===== src/rtl/core/hfps_pkg.sv =====
// Shared types, constants and helper functions of the Helmholtz five-point stencil.
package hfps_pkg;

    localparam int MAX_WIDTH_DEF  = 64;
    localparam int MAX_HEIGHT_DEF = 64;

    localparam int SAMPLE_W  = 32;
    localparam int GHOST_W   = SAMPLE_W + 1;
    localparam int CFG_W     = 40;
    localparam int CFG_IDX_W = 3;
    localparam int SIZE_W    = 7;

    localparam int SIDE_WEST  = 0;
    localparam int SIDE_EAST  = 1;
    localparam int SIDE_SOUTH = 2;
    localparam int SIDE_NORTH = 3;

    localparam logic [39:0] INV_DX2_RST = 40'd65536;
    localparam logic [39:0] INV_DY2_RST = 40'd65536;
    localparam logic [6:0]  SIZE_RST    = 7'd64;

    localparam logic [31:0] SAT_POS = 32'h7fff_ffff;
    localparam logic [31:0] SAT_NEG = 32'h8000_0000;

    typedef enum logic [CFG_IDX_W-1:0] {
        REG_INV_DX2        = 3'd0,
        REG_INV_DY2        = 3'd1,
        REG_LAMBDA         = 3'd2,
        REG_NEUMANN_SIDES  = 3'd3,
        REG_NEIGHBOR_SIDES = 3'd4,
        REG_INTERNAL_BC    = 3'd5,
        REG_WIDTH          = 3'd6,
        REG_HEIGHT         = 3'd7
    } cfg_reg_t;

    typedef struct packed {
        logic [39:0] inv_dx2;
        logic [39:0] inv_dy2;
        logic [31:0] lambda_coeff;
        logic [3:0]  neumann_sides;
        logic [3:0]  neighbor_sides;
        logic        internal_bc;
        logic [6:0]  width_in_use;
        logic [6:0]  height_in_use;
    } cfg_t;

    // One interior cell with its four neighbors, ghosts already substituted.
    typedef struct packed {
        logic [SAMPLE_W-1:0] u;
        logic [GHOST_W-1:0]  uw;
        logic [GHOST_W-1:0]  ue;
        logic [GHOST_W-1:0]  us;
        logic [GHOST_W-1:0]  un;
        logic                last;
    } cell_t;

    function automatic logic [GHOST_W-1:0] ghost_value(
        input logic               has_neighbor,
        input logic               neumann,
        input logic               internal_bc,
        input logic [GHOST_W-1:0] raw,
        input logic [GHOST_W-1:0] adj
    );
        logic [GHOST_W-1:0] neg;
        neg = -adj;
        if (has_neighbor) begin
            return internal_bc ? neg : raw;
        end
        return neumann ? adj : neg;
    endfunction

endpackage


===== src/rtl/core/hfps_cfg.sv =====
// Configuration register file of the stencil.
module hfps_cfg (
    input  logic                           clk,
    input  logic                           rst_n,
    input  logic                           cfg_write_en,
    input  logic [hfps_pkg::CFG_IDX_W-1:0] cfg_index,
    input  logic [hfps_pkg::CFG_W-1:0]     cfg_data,
    output hfps_pkg::cfg_t                 cfg
);

    hfps_pkg::cfg_t cfg_reg;
    hfps_pkg::cfg_t cfg_next;

    always_comb
    begin
        cfg_next = cfg_reg;
        if (cfg_write_en)
        begin
            unique case (hfps_pkg::cfg_reg_t'(cfg_index))
                hfps_pkg::REG_INV_DX2:        cfg_next.inv_dx2        = cfg_data[39:0];
                hfps_pkg::REG_INV_DY2:        cfg_next.inv_dy2        = cfg_data[39:0];
                hfps_pkg::REG_LAMBDA:         cfg_next.lambda_coeff   = cfg_data[31:0];
                hfps_pkg::REG_NEUMANN_SIDES:  cfg_next.neumann_sides  = cfg_data[3:0];
                hfps_pkg::REG_NEIGHBOR_SIDES: cfg_next.neighbor_sides = cfg_data[3:0];
                hfps_pkg::REG_INTERNAL_BC:    cfg_next.internal_bc    = cfg_data[0];
                hfps_pkg::REG_WIDTH:          cfg_next.width_in_use   = cfg_data[6:0];
                hfps_pkg::REG_HEIGHT:         cfg_next.height_in_use  = cfg_data[6:0];
                default:                      cfg_next = cfg_reg;
            endcase
        end
    end

    always_ff @(posedge clk or negedge rst_n)
    begin
        if (!rst_n)
        begin
            cfg_reg.inv_dx2        <= hfps_pkg::INV_DX2_RST;
            cfg_reg.inv_dy2        <= hfps_pkg::INV_DY2_RST;
            cfg_reg.lambda_coeff   <= '0;
            cfg_reg.neumann_sides  <= '0;
            cfg_reg.neighbor_sides <= '0;
            cfg_reg.internal_bc    <= 1'b0;
            cfg_reg.width_in_use   <= hfps_pkg::SIZE_RST;
            cfg_reg.height_in_use  <= hfps_pkg::SIZE_RST;
        end
        else
        begin
            cfg_reg <= cfg_next;
        end
    end

    assign cfg = cfg_reg;

endmodule


===== config.mk =====
export PLATFORM = sky130hd
export DESIGN_NAME = hfps_cfg
export DESIGN_NICKNAME = d
export VERILOG_FILES = /design/src/rtl/core/hfps_pkg.sv /design/src/rtl/core/hfps_cfg.sv
export SDC_FILE = /design/constraint.sdc
export NUM_CORES = 1
export LEC_CHECK = 0
export BUFFER_PORTS_ARGS = -buffer_cell sky130_fd_sc_hd__buf_2
export CAP_MARGIN = 10
export CELL_PAD_IN_SITES_DETAIL_PLACEMENT = 1
export CELL_PAD_IN_SITES_GLOBAL_PLACEMENT = 1
export CORE_MARGIN = 1.5
export CORE_UTILIZATION = 41
export CTS_BUF_LIST = sky130_fd_sc_hd__clkbuf_8
export DETAILED_ROUTE_END_ITERATION = 8
export MAX_ROUTING_LAYER = met4
export PLACE_DENSITY_LB_ADDON = 0.1
export SKIP_CTS_REPAIR_TIMING = 1
export SLEW_MARGIN = 10
export SYNTH_ARGS = -nofsm -noshare
export SYNTH_HDL_FRONTEND = slang
export SYNTH_SLANG_ARGS = --single-unit
export TNS_END_PERCENT = 30

===== constraint.sdc =====
create_clock -name clk -period 1.1 [get_ports clk]
set_input_delay 0.165 -clock clk [delete_from_list [all_inputs] [get_ports clk]]
set_output_delay 0.165 -clock clk [all_outputs]
set_load 0.1 [all_outputs]

Yosys cells after proc, flatten, opt, wreduce, memory -nomap -nowiden. Cells that the tools add are included.

Register bits: 135. Bits in latches: 0. Bits in writable memories: 0. Memory bits (read-only): 0. Input bits: 46. Output and inout bits: 135. Logic and storage cells: 24. Memories kept: 0.

Add/subtract/negate cells: 0. Multipliers: 0. Divide/modulo/power cells: 0. $lt $le $gt $ge: 0. Equality and inequality tests: 7. Shift-type cells: 0. Muxes and demuxes: 0. Bitwise operators: 0. Reductions and logical operators: 9.

Operator list (number): 2-bit AND reduction (8); 3-bit equality test (second input constant) (4); 3-bit by 2-bit equality test with 1-bit output (second input constant) (2); 3-bit by 1-bit equality test with 1-bit output (second input constant) (1); 3-bit zero test (1).

Longest topological paths before layout. Gate-level depths: netlist of the first run.

Depth in word-level cells: 2. Mapped depth: 5. Mapped depth without buffers: 2.

Worst setup path after synthesis of the first run. No wires, ideal clock.

Kind: input to register. Start point: in cfg_index[1] (netlist name). End point: reg cfg_reg (netlist bit cfg[118]). Setup time: 0.126 ns. Arrival time: 1.205 ns. Required time: 0.974 ns. Slack: -0.232 ns. Cell stages on the path: 4. Path buffers: 2. Cells stage by stage: buf_4 > nor4b_4 > buf_6 > mux2_4.

Cells in the longest elaborated chain, start to end: 2.

RTL lines: start, declared (line hfps_cfg.sv:6) `input logic [hfps_pkg::CFG_IDX_W-1:0] cfg_index,`; 3-bit zero test (line hfps_cfg.sv:19) `unique case (hfps_pkg::cfg_reg_t'(cfg_index))`; 2-bit AND reduction (no line); end signal, assigned (line hfps_cfg.sv:48) `cfg_reg <= cfg_next;`; end, declared (line hfps_cfg.sv:11) `hfps_pkg::cfg_t cfg_reg;`.

No other way between the ends. A chain may end at the register's enable or synchronous reset.

Worst setup path in the final report of the first run.
Start point: reg cfg_reg (netlist bit cfg[111]). End point: out cfg[111] (netlist name).

RTL lines: end, declared (line hfps_cfg.sv:8) `output hfps_pkg::cfg_t cfg`.

No word-level cell between the ends.

==> results of run 1 <==
==> kinds of logic after synthesis <==
logic type    synth area share [%]
mux                           30.1
flops                         65.3
buf+inv                       2.80
simple gates                  1.81
==> placed cells by master (no fill, tap or decap), drive strengths merged <==
cell         instances
and4bb               3
buf                220
clkbuf              19
dfrtp              131
dfstp                4
diode                3
dlygate4sd3         33
inv                 11
mux2               135
nand4                1
nand4b               3
nor4b                1
==> cell type report <==
type | count | area share (%)
Antenna cell | 3 | 0.0813
Clock buffer | 19 | 2.83
Clock inverter | 11 | 0.447
Multi-Input combinational cell | 143 | 18.0
Sequential cell | 135 | 36.7
Tap cell | 168 | 2.28
Timing Repair Buffer | 253 | 39.7
==> per-stage QoR <==
step | total power, W | setup slack [ns] | setup TNS, ns | hold slack, ns | area [um^2]
after detailed placement | 0.0222 | -0.371 | -36.60 | 0.127 | 8480
after global placement | 0.0218 | -0.320 | -30.84 | 0.119 | 8480
after global routing | 0.0272 | -0.307 | -25.90 | -0.0120 | 9240
after floorplan | 0.0159 | -0.214 | -23.07 | -0.131 | 5220
after CTS | 0.0256 | -0.278 | -19.53 | -0.367 | 8790
final | 0.0268 | -0.277 | -22.06 | 0.0118 | 9240
==> worst register-to-register path: stages, from the launching register on <==
cell and delay, ns:
dfrtp_1 0.44, buf_4 0.19, mux2_2 0.30
==> layer usage <==
metal | GRT usage [%] | vias up | wire (um) | part of all wire, %
met2 | 47.0 | 246 | 13800 | 53
li1 | - | 1566 | - | -
met3 | 8.70 | 87 | 1840 | 7.1
met1 | 27.9 | 2119 | 8780 | 34
met4 | 11.3 | 0 | 1560 | 6.0
met5 | - | - | 0 | 0
==> final timing paths <==
kind                         startpoint  cells past startpoint       end
max                            cfg[111]                      1  cfg[111]
max in group asynchronous         rst_n                      3   cfg[37]
min in group asynchronous         rst_n                      2   cfg[97]
max reg2reg                    cfg[132]                      2  cfg[132]
min                        cfg_data[10]                      2   cfg[65]
min reg2reg                     cfg[59]                      1   cfg[59]
==> report_power, final <==
| group | total (W) | internal [W] | switching (W) |
|---|---|---|---|
| sequential | 0.00771 | 0.00608 | 0.00163 |
| clock | 0.00365 | 0.00157 | 0.00208 |
| combinational | 0.0154 | 0.00540 | 0.0100 |
==> metrics.txt, run 1 <==
status=finished, violations left; failing checks=setup timing; Max-cap violations=0; Max Clock Freq=between 0.7 and 0.8 GHz; drt wl/cell=roughly 35 um; crit-path leading delay family=flip-flops; Worst path slowest cell=dfstp_2; Period minus WS final=1.38 ns; Cells after Synth=just under 300; Post-synth top cells=dfrtp_1 (131), mux2_2 (117), mux2_4 (10); Initial Util=between 40% and 50%; worst setup margin=-0.277 ns; Multi-input gate area=0.00167 mm^2; Peak supply drop=~1.8 mV; Final Cycle Share=125%; CTS H-tree lvls=4; layout cells sized above 1=67.0%; pwr dens=~2900 mW/mm^2; die width=between 100 and 150 um; Arr. time, crit path=1.21 ns; grt ovf=0; fin cells=roughly 730; # rows=40; DR pass1 iterations=4; GPL Wtd Cong=around 0.7; clk_skew=0 ns; Main synth FF type=dfrtp_1; Setup CP Type=reg2out; Root Buffer=clkbuf_8; Leak=between 4 and 5 nW; Slew headroom=between 60 and 70%; antenna violations before repair=3; area of the core=roughly 0.012 mm^2; # setup viols final=approximately 170; Post-Synthesis Cell Area=about 0.0052 mm^2; Worst Path Buf+Inv=1; count leader, synth=dfrtp_1; vias per cell=around 5.5; Synth cell types=13; clock latency on the worst-skew pair=approximately 0.45 ns; DR iter-0 viols=271; Final Hold Fails=0; syn_nets=340; Worst Hold Class=in2reg; Mapped Avg Cell Area=17.6 um^2; cell taking the most area after synthesis=dfrtp_1; Syn. warnings=0; global-route wire length before repair=between 20,000 and 25,000 um; ANT nets after route=0; register area=roughly 0.0034 mm^2; Worst-path clk slew=~0.080 ns; GRT Util Overall=26.9%; Num CTS Buffers=17; number of top-level pins=181; Final nets=596; startpoint types=flop; largest net degree at the start of global routing=44; DRC Markers=0; total die area=approximately 0.013 mm^2; Final Util=76.0%; RSZ-0062 raised after global routing=true; area grow syn2layout=78.3%; max reg flops=~140; TritonCTS clock tree=built; crit path max fanout=2; EDFF count, synth=0; # clock sinks=roughly 140; Max stage delay on crit path=roughly 0.58 ns; asr flop ratio synth=100%; die height=roughly 120 um; top cells by area, synth=dfrtp_1 (63%), mux2_2 (25%), mux2_4 (2.9%), dfstp_2 (2.0%), buf_6 (1.7%); flop-to-flop setup slack=around 0.050 ns; #FFs+latches synth=between 100 and 150; Via Count=4,018; fillers=around 1,000; vias in the first global route=just over 4k; DP Cell Count=651; Critical Path RT=0.94 ns; post-synthesis sequential area ratio=about 65%; Clock Path Buffers=2; Yosys top cell area share=between 60% and 70%; final WL=roughly 26,000 um; DPL Wire Length=roughly 12,000 um; max-slew violation count=0; Slew @ Worst Pin=about 0.46 ns; Crit. End Element=output pin; Port Buffer Count=180; ordered cell list for the critical path=buf_12
Note: power is estimated with default switching activity, not from simulation.
==> run 2, diff against run 1 <==
Settings changed: CORE_UTILIZATION 41 to 30, HOLD_SLACK_MARGIN set to 0.06, PLACE_DENSITY set to 0.7, PLACE_DENSITY_LB_ADDON 0.1 to unset.
==> run 2 against run 1 <==
  * The flow still finishes with violations (setup timing)
  * Non-clock buffer count grew 4
  * Critical path type unchanged
  * Final area grew 2.1%
  * Flip-flop and latch count is the same
  * Largest cell class unchanged
  * Sequential share of layout area shrank 0.78 points
==> metrics.txt, run 2 (synthesis results as in run 1) <==
Leak=4.23 nW (+0.96%); failing checks=setup timing; area grow syn2layout=82.1%; crit-path leading delay family=flip-flops; Clock Path Buffers=2 (unchanged); most frequent cells in the layout=buf_12 (140), dfrtp_1 (130), mux2_2 (113), buf_2 (44), dlygate4sd3_1 (39); die height=134 um (+16%); Final Cycle Share=122% (-2.7 points); antenna cells=0 (-3); Max-cap violations=0 (unchanged); Final nets=600 (+0.67%); Worst path slowest cell=dfstp_2; global-route wire length before repair=23,700 um (-4.4%); status=finished, violations left; Num CTS Buffers=17 (unchanged); reg2reg path depth=2 (unchanged); GRT Util Overall=18.2% (-8.7 points); # setup viols final=135 (-22%); fin cells=787 (+7.5%); DRC Markers=0 (unchanged); Final Util=56.5% (-19 points); ordered cell list for the critical path=buf_12; GPL Wtd Cong=0.724 (+2.4%); Arr. time, crit path=1.18 ns (-0.03 ns); most common cell after layout, fill and taps aside=buf_12; Worst-path clk slew=0.07 ns (about the same); die width=134 um (+16%); clock latency on the worst-skew pair=0.43 ns (-0.02 ns); Initial Util=31.0% (-12 points); WHS Path Cells=2 (unchanged); ANT nets after route=0 (unchanged); dpl ws=-0.404 ns (-0.0335 ns); Final Hold Fails=0 (unchanged); Max Clock Freq=0.742 GHz (+2.2%); # clock sinks=135 (unchanged); worst setup margin=-0.247 ns (+0.0297 ns); layout cells sized above 1=67.2% (+0.17 points); pwr dens=2840 mW/mm^2 (-2.2%); crit path max fanout=2 (unchanged); Port Buffer Count=180 (unchanged); # rows=47 (+18%); Worst Path Buf+Inv=1 (unchanged); Worst Hold Class=in2reg; Slew headroom=73.3% (+4.2 points); Setup CP Type=reg2out; number of top-level pins=181 (unchanged); vias per cell=4.48 (-18%); antenna violations before repair=0 (-3); max reg flops=135 (unchanged); DP Cell Count=701 (+7.7%); grt ovf=0 (unchanged); fillers=1,550 (+58%); startpoint types=flop; Root Buffer=clkbuf_8; worst hold slack=0.0812 ns (+0.0694 ns); largest net degree at the start of global routing=41 (-6.8%); setup TNS=-13.88 ns (+8.18 ns); Period minus WS final=1.35 ns (-0.0297 ns); total die area=0.0181 mm^2 (+36%); TritonCTS clock tree=built; Peak supply drop=1.41 mV (-21%); DR iter-0 viols=67 (-75%); Max stage delay on crit path=0.57 ns (about the same); Crit. End Element=output pin; Slew @ Worst Pin=0.400 ns (-0.0613 ns); drt wl/cell=20.1 um (-43%); RSZ-0062 raised after global routing=true; vias in the first global route=3,977 (-2.7%); CTS H-tree lvls=4 (unchanged); Worst path depth=1 (unchanged); Via Count=3,527 (-12%); Critical Path RT=0.94 ns (about the same); area of the core=0.0167 mm^2 (+37%); clk_skew=0 ns (unchanged); DR pass1 iterations=4 (unchanged); max-slew violation count=0 (unchanged); DPL Wire Length=11,500 um (-2.2%); final WL=15,900 um (-39%)
run 2: worst paths after layout:
check | startpoint | endpoint | slack [ns]
hold / removal | cfg_data[1] | cfg[56] | 0.08
setup reg to reg | cfg[52] | cfg[52] | 0.14
max in group asynchronous | rst_n | cfg[62] | 0.37
setup / recovery | cfg[111] | cfg[111] | -0.25
hold reg to reg | cfg[59] | cfg[59] | 0.56
min in group asynchronous | rst_n | cfg[89] | 0.20
run 2: final cells by class:
| class | count | area [um^2] | area share, % |
|---|---|---|---|
| Tap cell | 220 | 275 | 2.92 |
| Timing Repair Buffer | 257 | 3670 | 38.9 |
| Clock inverter | 12 | 160 | 1.70 |
| Multi-Input combinational cell | 143 | 1670 | 17.7 |
| Sequential cell | 135 | 3380 | 35.9 |
| Clock buffer | 20 | 275 | 2.92 |
run 2: metrics by stage:
step                power (W)  area [um^2]
detailed placement     0.0222         8500
CTS                    0.0267         8930
floorplan              0.0159         5220
finish                 0.0268         9430
global placement       0.0218         8500
global route           0.0275         9430
run 2: power by group:
group | internal, W | switching (W) | leakage, nW
sequential | 0.00609 | 0.00127 | 1.61
clock | 0.00261 | 0.00189 | 0.235
combinational | 0.00540 | 0.00950 | 2.39
total | 0.0141 | 0.0126 | 4.23
run 2: metal layers:
layer / routed length, um / up-vias / GRT usage [%]
met3: 808 / 16 / 5.14
met4: 204 / 0 / 5.50
met5: 0 / - / -
met1: 6240 / 1830 / 20.6
met2: 8600 / 116 / 31.3
li1: - / 1565 / -
==> run 3, diff against run 2 <==
Settings changed: CAP_MARGIN 10 to 20, CELL_PAD_IN_SITES_GLOBAL_PLACEMENT 1 to 2, PLACE_DENSITY 0.7 to 0.79, SETUP_SLACK_MARGIN set to 0.05.
==> run 3 against run 2 <==
  * The flow still finishes with violations (setup timing)
  * Sequential share of layout area grew 0.080 points
  * Clock-buffer cell count grew 1
  * Setup slack better by 0.0019 ns
  * Final area rose by 1.2%
  * Largest power group unchanged
  * Highest routed layer unchanged
==> metrics.txt, run 3 (synthesis results as in run 1) <==
Period minus WS final=1.35 ns (-0.00190 ns); Root Buffer=clkbuf_8; Worst-path clk slew=0.08 ns (about the same); area grow syn2layout=84.3%; Leak=4.23 nW (-0.22%); # rows=47 (unchanged); Worst path slowest cell=dfstp_2; Arr. time, crit path=1.18 ns (about the same); grt ovf=0 (unchanged); Max Clock Freq=0.743 GHz (+0.14%); Worst Path Buf+Inv=1 (unchanged); Clock Path Buffers=2 (unchanged); final WL=15,200 um (-4.1%); ordered cell list for the critical path=buf_12; GPL Wtd Cong=0.735 (+1.5%); vias per cell=4.46 (-0.51%); Slew headroom=71.1% (-2.3 points); Max-cap violations=0 (unchanged); global-route wire length before repair=23,400 um (-1.6%); CTS H-tree lvls=4 (unchanged); largest net degree at the start of global routing=42 (+2.4%); RSZ-0062 raised after global routing=true; dpl ws=-0.347 ns (+0.0578 ns); Crit. End Element=output pin; Final Cycle Share=122% (-0.17 points); crit path max fanout=2 (unchanged); status=finished, violations left; Final nets=587 (-2.2%); max reg flops=135 (unchanged); DRC Markers=0 (unchanged); # clock sinks=135 (unchanged); die width=134 um (unchanged); total die area=0.0181 mm^2 (unchanged); max-slew violation count=0 (unchanged); Setup CP Type=reg2out; number of top-level pins=181 (unchanged); antenna violations before repair=0 (unchanged); clk_skew=0 ns (unchanged); flop-to-flop setup slack=0.16 ns (+0.02 ns); layout cells sized above 1=75.5% (+8.3 points); Multi-input gate area=0.00180 mm^2 (+8.1%); drt wl/cell=19.6 um (-2.5%); met2 Use GR=30.0% (-1.4 points); FF-to-FF End=cfg[18]; Max stage delay on crit path=0.57 ns (about the same); register area=0.00343 mm^2 (+1.4%); Hold Path Sink=cfg[23]; GR Util met1=18.8% (-1.8 points); Final Hold Fails=0 (unchanged); WHS Path Cells=2 (unchanged); worst setup margin=-0.245 ns (+0.00190 ns); failing checks=setup timing; reg2reg path depth=2 (unchanged); vias in the first global route=4,006 (+0.73%); Initial Util=31.0% (unchanged); DR iter-0 viols=58 (-13%); area of the core=0.0167 mm^2 (unchanged); ANT nets after route=0 (unchanged); pwr dens=2780 mW/mm^2 (-1.8%); startpoint types=flop; Num CTS Buffers=17 (unchanged); Reg2Reg Launch Point=cfg[18]; DPL Wire Length=11,200 um (-2.7%); grt met3 use=8.13% (+3.0 points); # setup viols final=135 (unchanged); crit-path leading delay family=flip-flops; most common cell after layout, fill and taps aside=buf_12; most frequent cells in the layout=buf_12 (144), dfrtp_1 (92), mux2_2 (85), mux2_4 (50), buf_2 (44); Via Count=3,451 (-2.2%); worst hold slack=0.0669 ns (-0.0143 ns); Peak supply drop=1.73 mV (+23%); antenna cells=0 (unchanged); fillers=1,526 (-1.5%); DR pass1 iterations=3 (-1); Slew @ Worst Pin=0.434 ns (+0.0343 ns); Worst Hold Class=in2reg; Port Buffer Count=180 (unchanged); Critical Path RT=0.94 ns (about the same); GRT Util Overall=17.8% (-0.47 points); HP Start=cfg_data[0]; TritonCTS clock tree=built; GR peak layer=met2; clock latency on the worst-skew pair=0.43 ns (about the same); die height=134 um (unchanged)
run 3: cell count changes in the layout (fill, tap and decap cells not counted), sizes merged:
cell and delta:
buf -13, inv -3, bufinv -2, clkinv +2, clkinvlp +2, clkbuf +1
run 3: power by group:
part | leakage (nW) | internal, W | switching (W)
Combinational | 2.45 | 0.00550 | 0.00947
Sequential | 1.57 | 0.00615 | 0.00129
Clock | 0.206 | 0.00225 | 0.00191
run 3: layout make-up:
| cell class | count | area share [%] |
|---|---|---|
| clock buffers | 21 | 3.03 |
| clock inverters | 11 | 1.28 |
| flip-flops and latches | 135 | 36.0 |
| multi-input cells | 143 | 18.9 |
| well taps | 220 | 2.88 |
| repair buffers | 244 | 38.0 |
run 3: worst max-delay path by stage:
stage / to / slack, ns / cells past startpoint / from
after floorplan: cfg[118] / -0.21 / 4 / cfg_index[1]
after global placement: cfg[106] / -0.33 / 4 / cfg_index[1]
after CTS: cfg[111] / -0.29 / 1 / cfg[111]
after detailed placement: cfg[132] / -0.35 / 4 / cfg_index[1]
after global routing: cfg[111] / -0.30 / 1 / cfg[111]
final: cfg[111] / -0.25 / 1 / cfg[111]
run 3: per-stage QoR:
step | total power, W | setup TNS [ns] | util (%) | cells | instance area (um^2)
after CTS | 0.0267 | -20.47 | 54.6 | 730 | 9120
after floorplan | 0.0162 | -21.49 | - | 294 | 5420
final | 0.0266 | -14.19 | 57.2 | 774 | 9550
after detailed placement | 0.0224 | -35.40 | 52.1 | 698 | 8710
after global placement | 0.0221 | -32.80 | 52.1 | 698 | 8710
after global routing | 0.0274 | -22.19 | 57.2 | 774 | 9550
run 3: layer usage:
layer	routed length [um]	part of all wire (%)
met1	5650	37
met5	0	0
met4	164	1.1
met3	1260	8.3
met2	8130	53
